[config.mk]
export PLATFORM = sky130hd
export DESIGN_NAME = collinear_segment_extent
export DESIGN_NICKNAME = d
export VERILOG_FILES = /design/src/hw/rtl/csx_pkg.sv /design/src/hw/rtl/csx_dp.sv /design/src/hw/rtl/csx_ctrl.sv /design/src/hw/rtl/collinear_segment_extent.sv
export SDC_FILE = /design/constraint.sdc
export NUM_CORES = 2
export LEC_CHECK = 0
export BUFFER_PORTS_ARGS = -buffer_cell sky130_fd_sc_hd__buf_2
export CAP_MARGIN = 20
export CORE_ASPECT_RATIO = 2
export CORE_MARGIN = 2
export CORE_UTILIZATION = 46
export CTS_BUF_LIST = sky130_fd_sc_hd__clkbuf_8
export CTS_CLUSTER_DIAMETER = 80
export DETAILED_ROUTE_END_ITERATION = 12
export PLACE_DENSITY = 0.69
export SLEW_MARGIN = 30
export SYNTH_ARGS = -nofsm -noshare
export SYNTH_HDL_FRONTEND = slang
export SYNTH_HIERARCHICAL = 1
export SYNTH_SLANG_ARGS = --single-unit
[constraint.sdc]
create_clock -name clk -period 23.8 [get_ports clk]
set_clock_uncertainty 0.1 [all_clocks]
set_input_delay 1.19 -clock clk [delete_from_list [all_inputs] [get_ports clk]]
set_output_delay 1.19 -clock clk [all_outputs]
set_load 0.1 [all_outputs]
[src/hw/rtl/csx_pkg.sv]
`default_nettype none
// shared constants, codes and ctrl/datapath bundles for the collinear segment extent block
package csx_pkg;

    localparam int COORD_BITS     = 12;
    localparam int RHO_BITS       = 18;
    localparam int TRIG_BITS      = 16;
    localparam int TOL_BITS       = 16;
    localparam int FRAC_ALIGN     = 10;
    localparam int CFG_INDEX_BITS = 8;
    localparam int CFG_DATA_BITS  = 18;

    localparam int MUL_BITS  = ((COORD_BITS + 1 > TRIG_BITS) ? COORD_BITS + 1 : TRIG_BITS) + 1;
    localparam int PROD_BITS = 2 * MUL_BITS;
    localparam int SUM_BITS  = PROD_BITS + 2;
    localparam int DIST_BITS = 2 * COORD_BITS + 1;

    localparam logic [CFG_INDEX_BITS-1:0] CFG_RHO    = CFG_INDEX_BITS'(0);
    localparam logic [CFG_INDEX_BITS-1:0] CFG_COS    = CFG_INDEX_BITS'(1);
    localparam logic [CFG_INDEX_BITS-1:0] CFG_SIN    = CFG_INDEX_BITS'(2);
    localparam logic [CFG_INDEX_BITS-1:0] CFG_TOL    = CFG_INDEX_BITS'(3);
    localparam logic [CFG_INDEX_BITS-1:0] CFG_ABSENT = CFG_INDEX_BITS'(4);

    localparam logic signed [RHO_BITS-1:0]  RHO_RESET = '0;
    localparam logic signed [TRIG_BITS-1:0] COS_RESET = TRIG_BITS'(16384);
    localparam logic signed [TRIG_BITS-1:0] SIN_RESET = '0;
    localparam logic [TOL_BITS-1:0]         TOL_RESET = TOL_BITS'(80);

    typedef enum logic [2:0] {
        OP_LINE_A,
        OP_LINE_B,
        OP_RAD_A,
        OP_RAD_B,
        OP_D_E2P1,
        OP_SPAN1,
        OP_D_E1P2,
        OP_SPAN2
    } op_t;

    typedef struct packed {
        logic capture;
        logic acc;
        logic emit;
        op_t  op;
    } dp_cmd_t;

    typedef struct packed {
        logic near;
        logic bounds_zero;
        logic line_absent;
    } dp_sts_t;

endpackage
`default_nettype wire

[src/hw/rtl/csx_dp.sv]
`default_nettype none
// datapath: config registers, shared multiplier pair, accumulator, bounds and result register
module csx_dp
    import csx_pkg::*;
(
    input  wire logic                      clk,
    input  wire logic                      rst_n,
    input  wire logic                      cfg_we,
    input  wire logic [CFG_INDEX_BITS-1:0] cfg_index,
    input  wire logic [CFG_DATA_BITS-1:0]  cfg_data,
    input  wire logic [COORD_BITS-1:0]     seg_ax,
    input  wire logic [COORD_BITS-1:0]     seg_ay,
    input  wire logic [COORD_BITS-1:0]     seg_bx,
    input  wire logic [COORD_BITS-1:0]     seg_by,
    input  wire dp_cmd_t                   cmd,
    output dp_sts_t                        sts,
    output logic [COORD_BITS-1:0]          near_x,
    output logic [COORD_BITS-1:0]          near_y,
    output logic [COORD_BITS-1:0]          far_x,
    output logic [COORD_BITS-1:0]          far_y
);

    function automatic logic signed [MUL_BITS-1:0] coord_op(input logic [COORD_BITS-1:0] c);
        return {{(MUL_BITS - COORD_BITS){1'b0}}, c};
    endfunction

    function automatic logic signed [MUL_BITS-1:0] diff_op(input logic [COORD_BITS-1:0] a,
                                                         input logic [COORD_BITS-1:0] b);
        return coord_op(a) - coord_op(b);
    endfunction

    logic signed [RHO_BITS-1:0]  rho_reg;
    logic signed [TRIG_BITS-1:0] cos_reg;
    logic signed [TRIG_BITS-1:0] sin_reg;
    logic [TOL_BITS-1:0]         tol_reg;
    logic                        absent_reg;

    logic [COORD_BITS-1:0] ax_reg, ay_reg, bx_reg, by_reg;
    logic [COORD_BITS-1:0] p1x_reg, p1y_reg, p2x_reg, p2y_reg;
    logic [COORD_BITS-1:0] e1x_reg, e1y_reg, e2x_reg, e2y_reg;
    logic [COORD_BITS-1:0] nx_reg, ny_reg, fx_reg, fy_reg;
    logic [DIST_BITS-1:0]  rad_a_reg, dist_reg;
    logic signed [PROD_BITS-1:0] px_reg, py_reg;

    logic signed [MUL_BITS-1:0] mx, my, kx, ky;
    logic signed [RHO_BITS+FRAC_ALIGN-1:0] rho_sh;
    logic signed [SUM_BITS-1:0] rho_term;
    logic signed [SUM_BITS-1:0] sum_val;
    logic [SUM_BITS-1:0]        mag;
    logic [TOL_BITS+FRAC_ALIGN-1:0] tol_sh;
    logic [DIST_BITS-1:0]       sum_d;
    logic                       a_first;
    logic                       bounds_zero;
    logic [COORD_BITS-1:0]      s1x, s1y, s2x, s2y;

    // operand select for the shared multiplier pair
    always_comb
    begin
        mx = '0;
        kx = '0;
        my = '0;
        ky = '0;
        unique case (cmd.op)
            OP_LINE_A:
            begin
                mx = MUL_BITS'(cos_reg);
                kx = coord_op(ax_reg);
                my = MUL_BITS'(sin_reg);
                ky = coord_op(ay_reg);
            end
            OP_LINE_B:
            begin
                mx = MUL_BITS'(cos_reg);
                kx = coord_op(bx_reg);
                my = MUL_BITS'(sin_reg);
                ky = coord_op(by_reg);
            end
            OP_RAD_A:
            begin
                mx = coord_op(ax_reg);
                kx = mx;
                my = coord_op(ay_reg);
                ky = my;
            end
            OP_RAD_B:
            begin
                mx = coord_op(bx_reg);
                kx = mx;
                my = coord_op(by_reg);
                ky = my;
            end
            OP_D_E2P1:
            begin
                mx = diff_op(e2x_reg, p1x_reg);
                kx = mx;
                my = diff_op(e2y_reg, p1y_reg);
                ky = my;
            end
            OP_SPAN1, OP_SPAN2:
            begin
                mx = diff_op(e2x_reg, e1x_reg);
                kx = mx;
                my = diff_op(e2y_reg, e1y_reg);
                ky = my;
            end
            OP_D_E1P2:
            begin
                mx = diff_op(e1x_reg, p2x_reg);
                kx = mx;
                my = diff_op(e1y_reg, p2y_reg);
                ky = my;
            end
            default:
            begin
                mx = '0;
            end
        endcase
    end

    // accumulate stage
    assign rho_sh = {rho_reg, {FRAC_ALIGN{1'b0}}};
    assign tol_sh = {tol_reg, {FRAC_ALIGN{1'b0}}};

    always_comb
    begin
        if (cmd.op == OP_LINE_A || cmd.op == OP_LINE_B)
        begin
            rho_term = SUM_BITS'(rho_sh);
        end
        else
        begin
            rho_term = '0;
        end
        sum_val = SUM_BITS'(px_reg) + SUM_BITS'(py_reg) - rho_term;
        mag     = sum_val[SUM_BITS-1] ? SUM_BITS'(-sum_val) : SUM_BITS'(sum_val);
    end

    assign sum_d       = sum_val[DIST_BITS-1:0];
    assign a_first     = rad_a_reg < sum_d;
    assign bounds_zero = (e1x_reg == '0) && (e1y_reg == '0) && (e2x_reg == '0) && (e2y_reg == '0);

    assign s1x = a_first ? ax_reg : bx_reg;
    assign s1y = a_first ? ay_reg : by_reg;
    assign s2x = a_first ? bx_reg : ax_reg;
    assign s2y = a_first ? by_reg : ay_reg;

    assign sts.near        = mag < SUM_BITS'(tol_sh);
    assign sts.bounds_zero = bounds_zero;
    assign sts.line_absent = absent_reg;

    // config registers and bounds
    always_ff @(posedge clk or negedge rst_n)
    begin
        if (!rst_n)
        begin
            rho_reg    <= RHO_RESET;
            cos_reg    <= COS_RESET;
            sin_reg    <= SIN_RESET;
            tol_reg    <= TOL_RESET;
            absent_reg <= 1'b0;
            e1x_reg    <= '0;
            e1y_reg    <= '0;
            e2x_reg    <= '0;
            e2y_reg    <= '0;
        end
        else
        begin
            if (cfg_we)
            begin
                unique case (cfg_index)
                    CFG_RHO:    rho_reg    <= cfg_data[RHO_BITS-1:0];
                    CFG_COS:    cos_reg    <= cfg_data[TRIG_BITS-1:0];
                    CFG_SIN:    sin_reg    <= cfg_data[TRIG_BITS-1:0];
                    CFG_TOL:    tol_reg    <= cfg_data[TOL_BITS-1:0];
                    CFG_ABSENT: absent_reg <= cfg_data[0];
                    default:    ;
                endcase
            end
            if (cmd.emit)
            begin
                e1x_reg <= '0;
                e1y_reg <= '0;
                e2x_reg <= '0;
                e2y_reg <= '0;
            end
            else if (cmd.acc)
            begin
                if (cmd.op == OP_RAD_B && bounds_zero)
                begin
                    e1x_reg <= s1x;
                    e1y_reg <= s1y;
                    e2x_reg <= s2x;
                    e2y_reg <= s2y;
                end
                else if (cmd.op == OP_SPAN1 && dist_reg > sum_d)
                begin
                    e1x_reg <= p1x_reg;
                    e1y_reg <= p1y_reg;
                end
                else if (cmd.op == OP_SPAN2 && dist_reg > sum_d)
                begin
                    e2x_reg <= p2x_reg;
                    e2y_reg <= p2y_reg;
                end
            end
        end
    end

    // payload registers
    always_ff @(posedge clk)
    begin
        px_reg <= mx * kx;
        py_reg <= my * ky;
        if (cmd.capture)
        begin
            ax_reg <= seg_ax;
            ay_reg <= seg_ay;
            bx_reg <= seg_bx;
            by_reg <= seg_by;
        end
        if (cmd.acc)
        begin
            if (cmd.op == OP_RAD_A)
            begin
                rad_a_reg <= sum_d;
            end
            if (cmd.op == OP_RAD_B)
            begin
                p1x_reg <= s1x;
                p1y_reg <= s1y;
                p2x_reg <= s2x;
                p2y_reg <= s2y;
            end
            if (cmd.op == OP_D_E2P1 || cmd.op == OP_D_E1P2)
            begin
                dist_reg <= sum_d;
            end
        end
        if (cmd.emit)
        begin
            nx_reg <= absent_reg ? '0 : e1x_reg;
            ny_reg <= absent_reg ? '0 : e1y_reg;
            fx_reg <= absent_reg ? '0 : e2x_reg;
            fy_reg <= absent_reg ? '0 : e2y_reg;
        end
    end

    assign near_x = nx_reg;
    assign near_y = ny_reg;
    assign far_x  = fx_reg;
    assign far_y  = fy_reg;

endmodule
`default_nettype wire

[src/hw/rtl/csx_ctrl.sv]
`default_nettype none
// controller: sequences the multiply/accumulate steps of one segment and the result beat
module csx_ctrl
    import csx_pkg::*;
(
    input  wire logic    clk,
    input  wire logic    rst_n,
    input  wire logic    in_valid,
    output logic         in_stall,
    input  wire logic    last_segment,
    output logic         out_valid,
    input  wire logic    out_stall,
    input  wire dp_sts_t sts,
    output dp_cmd_t      cmd
);

    typedef enum logic [1:0] {
        S_IDLE,
        S_MUL,
        S_ACC,
        S_EMIT
    } state_t;

    state_t state_reg;
    op_t    op_reg;
    logic   last_reg;
    logic   out_valid_reg;
    logic   slot_free;
    state_t done_state;

    assign in_stall    = state_reg != S_IDLE;
    assign slot_free   = !out_valid_reg || !out_stall;
    assign done_state  = last_reg ? S_EMIT : S_IDLE;
    assign out_valid   = out_valid_reg;

    assign cmd.capture = in_valid && (state_reg == S_IDLE);
    assign cmd.acc     = state_reg == S_ACC;
    assign cmd.emit    = (state_reg == S_EMIT) && slot_free;
    assign cmd.op      = op_reg;

    always_ff @(posedge clk or negedge rst_n)
    begin
        if (!rst_n)
        begin
            state_reg     <= S_IDLE;
            op_reg        <= OP_LINE_A;
            last_reg      <= 1'b0;
            out_valid_reg <= 1'b0;
        end
        else
        begin
            if (cmd.emit)
            begin
                out_valid_reg <= 1'b1;
            end
            else if (!out_stall)
            begin
                out_valid_reg <= 1'b0;
            end

            unique case (state_reg)
                S_IDLE:
                begin
                    if (in_valid)
                    begin
                        last_reg <= last_segment;
                        op_reg   <= OP_LINE_A;
                        if (sts.line_absent)
                        begin
                            state_reg <= last_segment ? S_EMIT : S_IDLE;
                        end
                        else
                        begin
                            state_reg <= S_MUL;
                        end
                    end
                end
                S_MUL:
                begin
                    state_reg <= S_ACC;
                end
                S_ACC:
                begin
                    state_reg <= S_MUL;
                    unique case (op_reg)
                        OP_LINE_A:
                        begin
                            if (sts.near)
                            begin
                                op_reg <= OP_LINE_B;
                            end
                            else
                            begin
                                state_reg <= done_state;
                            end
                        end
                        OP_LINE_B:
                        begin
                            if (sts.near)
                            begin
                                op_reg <= OP_RAD_A;
                            end
                            else
                            begin
                                state_reg <= done_state;
                            end
                        end
                        OP_RAD_A:  op_reg <= OP_RAD_B;
                        OP_RAD_B:
                        begin
                            if (sts.bounds_zero)
                            begin
                                state_reg <= done_state;
                            end
                            else
                            begin
                                op_reg <= OP_D_E2P1;
                            end
                        end
                        OP_D_E2P1: op_reg <= OP_SPAN1;
                        OP_SPAN1:  op_reg <= OP_D_E1P2;
                        OP_D_E1P2: op_reg <= OP_SPAN2;
                        OP_SPAN2:  state_reg <= done_state;
                        default:   state_reg <= done_state;
                    endcase
                end
                S_EMIT:
                begin
                    if (slot_free)
                    begin
                        state_reg <= S_IDLE;
                    end
                end
                default:
                begin
                    state_reg <= S_IDLE;
                end
            endcase
        end
    end

    a_mul_then_acc: assert property (@(posedge clk) disable iff (!rst_n)
        state_reg == S_MUL |=> state_reg == S_ACC)
        else $error("multiply step not followed by accumulate");

    a_emit_sets_valid: assert property (@(posedge clk) disable iff (!rst_n)
        cmd.emit |=> (out_valid_reg && state_reg == S_IDLE))
        else $error("result beat not presented after emit");

    a_absent_last_emits: assert property (@(posedge clk) disable iff (!rst_n)
        (cmd.capture && last_segment && sts.line_absent) |=> state_reg == S_EMIT)
        else $error("last segment with no line did not produce a result");

    a_no_overwrite: assert property (@(posedge clk) disable iff (!rst_n)
        (out_valid_reg && out_stall) |-> !cmd.emit)
        else $error("result overwritten while stalled");

endmodule
`default_nettype wire

[src/hw/rtl/collinear_segment_extent.sv]
`default_nettype none
// top level: extent of the segments lying on one configured line
//
//  channel | direction | handshake         | beat contents
//  cfg     | in        | cfg_valid/ready   | cfg_index, cfg_data
//  seg in  | in        | in_valid/in_stall | seg_ax, seg_ay, seg_bx, seg_by, last_segment
//  result  | out       | out_valid/stall   | near_x, near_y, far_x, far_y
//
// after accept, each shared multiplier pair operation is a multiply step then an accumulate step:
// line test A alone if A misses the line; line test B and both radii too for a first match; and
// both span checks for a later match; line_absent skips all; a last segment adds a result beat
// config writes are taken every cycle; reset restores the register defaults and clears the bounds
// a stalled result holds the block only when another last segment finishes behind it
module collinear_segment_extent
    import csx_pkg::*;
(
    input  wire logic                      clk,
    input  wire logic                      rst_n,
    input  wire logic                      cfg_valid,
    output logic                           cfg_ready,
    input  wire logic [CFG_INDEX_BITS-1:0] cfg_index,
    input  wire logic [CFG_DATA_BITS-1:0]  cfg_data,
    input  wire logic                      in_valid,
    output logic                           in_stall,
    input  wire logic [COORD_BITS-1:0]     seg_ax,
    input  wire logic [COORD_BITS-1:0]     seg_ay,
    input  wire logic [COORD_BITS-1:0]     seg_bx,
    input  wire logic [COORD_BITS-1:0]     seg_by,
    input  wire logic                      last_segment,
    output logic                           out_valid,
    input  wire logic                      out_stall,
    output logic [COORD_BITS-1:0]          near_x,
    output logic [COORD_BITS-1:0]          near_y,
    output logic [COORD_BITS-1:0]          far_x,
    output logic [COORD_BITS-1:0]          far_y
);

    dp_cmd_t cmd;
    dp_sts_t sts;

    assign cfg_ready = 1'b1;

    csx_ctrl u_ctrl (
        .clk          (clk),
        .rst_n        (rst_n),
        .in_valid     (in_valid),
        .in_stall     (in_stall),
        .last_segment (last_segment),
        .out_valid    (out_valid),
        .out_stall    (out_stall),
        .sts          (sts),
        .cmd          (cmd)
    );

    csx_dp u_dp (
        .clk       (clk),
        .rst_n     (rst_n),
        .cfg_we    (cfg_valid && cfg_ready),
        .cfg_index (cfg_index),
        .cfg_data  (cfg_data),
        .seg_ax    (seg_ax),
        .seg_ay    (seg_ay),
        .seg_bx    (seg_bx),
        .seg_by    (seg_by),
        .cmd       (cmd),
        .sts       (sts),
        .near_x    (near_x),
        .near_y    (near_y),
        .far_x     (far_x),
        .far_y     (far_y)
    );

endmodule
`default_nettype wire
==> results.tsv <==
metric	value	unit
Setup Viol. Count Final	0	
worst hold path class	in -> async	
Compound-Gate Fraction of Synth Area	9.719	%
Final Critical Period	10.70	ns
Post-Syn Instances	4427	
largest net degree at the start of global routing	67	
largest family of logic cells by synthesized area	adder cells	
Slowest cell on crit path	fa_1	
synth unique cells	93	
cts repair resizes	0	
row count	158	
period utilization	44.94	%
Least-Margin Pin Slew	1.053	ns
post-layout util	50.50	%
Simple-Gate Fraction of Synth Area	12.98	%
drt via density	5.601	
Crit. Startpoint	u_dp/e2x_reg[0]	
EDFF count, synth	194	
depth of the CTS H-tree	2	
vias in the first global route	35070	
hpwl dp	105000	um
Max Fclk	93.49	MHz
WL final	129500	um
first-pass GRT wire length	195300	um
clock latency at the later pin of the worst-skew pair	0.70	ns
Max-slew headroom	29.77	%
share of layout cells above drive strength 1	10.39	%
R2R cell count	34	
Die X	220.5	um
run status	finished clean	
most used cell, CP	fa_1	
PortBufs	129	
kind of critical path	reg -> reg	
Iter 0 DRT Violations	1942	
synthesized-area fraction occupied by adder cells	37.74	%
Final ANT Viol Nets	0	
hold buffers post-CTS	0	
Cell Area, Synth	0.04312	mm2
CP max stage delay	0.90	ns
Worst EP arrival	11.13	ns
I/O pin count	131	
WL per Instance	22.23	um
commonest non-fill, non-tap cell in the layout	inv_1	
via count	32630	
CTS clock-pin slew for the worst setup and hold paths	0.07	ns
Worst Setup End Kind	flip-flop	
data required time at the worst endpoint	24.24	ns
design area	0.04682	mm2
Top FF cell, synth	edfxtp_1	
most frequent cells in the layout	982 x inv_1, 594 x fa_1, 357 x nor2_1	
Total GRT Usage	27.36	%
dpl cell area	0.04549	mm2
XOR/XNOR Fraction of Synth Area	2.696	%
antenna violations before repair	7	
total CTS buffers	55	
synthesized flop and latch total	384	
sequential area share after synthesis	23.76	%
Post-CTS Setup Inserts	0	
RSZ-0062 raised after global routing	false	
Root Driver	clkbuf_8	
total of warnings raised by yosys	6	
Synth async-reset ratio	31.77	%
mux cell area share after synthesis	3.625	%
clk buf depth	3	
Die H	437.0	um
syn_area_per_cell	9.739	um2
DRT Pass-1 Iters	5	
max-cap violations	0	
drc violations	0	
core footprint	0.09272	mm2
CTS Sinks	384	
CTS tree	yes	
Die Footprint	0.09634	mm2
Final #Nets	5599	
Initial Util	46.50	%
RePlAce Congestion	1.003	
Layout area overhead	8.604	%
GRT overflow	0	
setup TNS	0	ns
final hold vios	0	
Critical Path Fanout Max	21	
Reg-to-Reg Start	u_dp/e2x_reg[0]	
Worst setup SP type	flip-flop	
final slew viol count	0	
[routing by layer]
metal	track usage, %	routed length [um]	up-vias	share of wire (%)
met5	0	23	-	0.018
met4	28.60	16640	4	13
met3	3.681	6194	563	4.8
met2	48.40	66550	1226	51
li1	-	-	14570	-
met1	25.76	40080	16270	31
[cells in the mapped netlist, types with 38 or more instances]
cell type | number | area share [%]
a21oi_1 | 116 | 1.3
nor3_1 | 53 | 0.62
clkbuf_1 | 91 | 0.79
xnor2_1 | 98 | 2.0
ha_1 | 350 | 10
a221o_1 | 51 | 1.2
dfxtp_1 | 68 | 3.2
nor2b_1 | 125 | 1.8
inv_1 | 979 | 8.5
mux2_2 | 121 | 3.2
and2_1 | 57 | 0.83
edfxtp_1 | 194 | 14
a21o_1 | 48 | 0.84
o21a_1 | 46 | 0.80
dfrtp_1 | 119 | 6.9
fa_1 | 594 | 28
nand2_1 | 267 | 2.3
nand3_1 | 38 | 0.44
o21ai_0 | 115 | 1.3
nor2_1 | 358 | 3.1
nand2b_1 | 79 | 1.1
[critical path: cells and delay by family, from the launching register on]
family	cells	cell delay (ns)
adder cells (fa/ha/maj)	9	4.13
buffers and inverters	5	1.02
AO/OA/AOI/OAI	12	2.62
flip-flops	1	0.39
AND/OR/NAND/NOR	7	2.18
XOR/XNOR	1	0.08
[cells by family (layout without fill, tap and decap cells)]
family,Yosys count,in the layout
flops,384,384
other cells,3,12
simple gates,1145,1145
mux,141,141
buf+inv,1083,1273
fa+ha+maj,944,944
compound gates,596,596
xor+xnor,131,131
[path summary, 6_finish.rpt]
| kind | end | slack, ns |
|---|---|---|
| hold / removal | u_dp/e2y_reg[6] | 0.37 |
| setup / recovery | u_dp/px_reg[33] | 13.10 |
| max in group asynchronous | u_dp/absent_reg | 21.78 |
| setup reg to reg | u_dp/px_reg[33] | 13.10 |
| min in group clk | u_dp/rho_reg[14] | 0.40 |
| hold reg to reg | u_dp/rho_reg[14] | 0.40 |
[stage by stage]
stage          worst slack, ns  instances  hold WS, ns
4_1_cts                  13.19       5821       0.3722
3_5_place_dp             13.26       5718       0.3884
6_report                 13.10       5826       0.3731
5_1_grt                  12.31       5823       0.4187
2_1_floorplan            14.94       4431       0.3708
3_3_place_gp             13.48       5717       0.3802
[area by class of cell]
cell class | instances | area (um2)
antenna | 5 | 12.51
inverter | 981 | 3685
multi-input combinational | 2964 | 28960
clock inverter | 43 | 488.0
fill | 8420 | 45890
tap | 1200 | 1501
clock buffer | 60 | 825.8
sequential | 384 | 10240
timing repair buffer | 189 | 1110
Power is not shown: default switching activity piles up to over one toggle a cycle in this logic, so the estimate is an artifact.
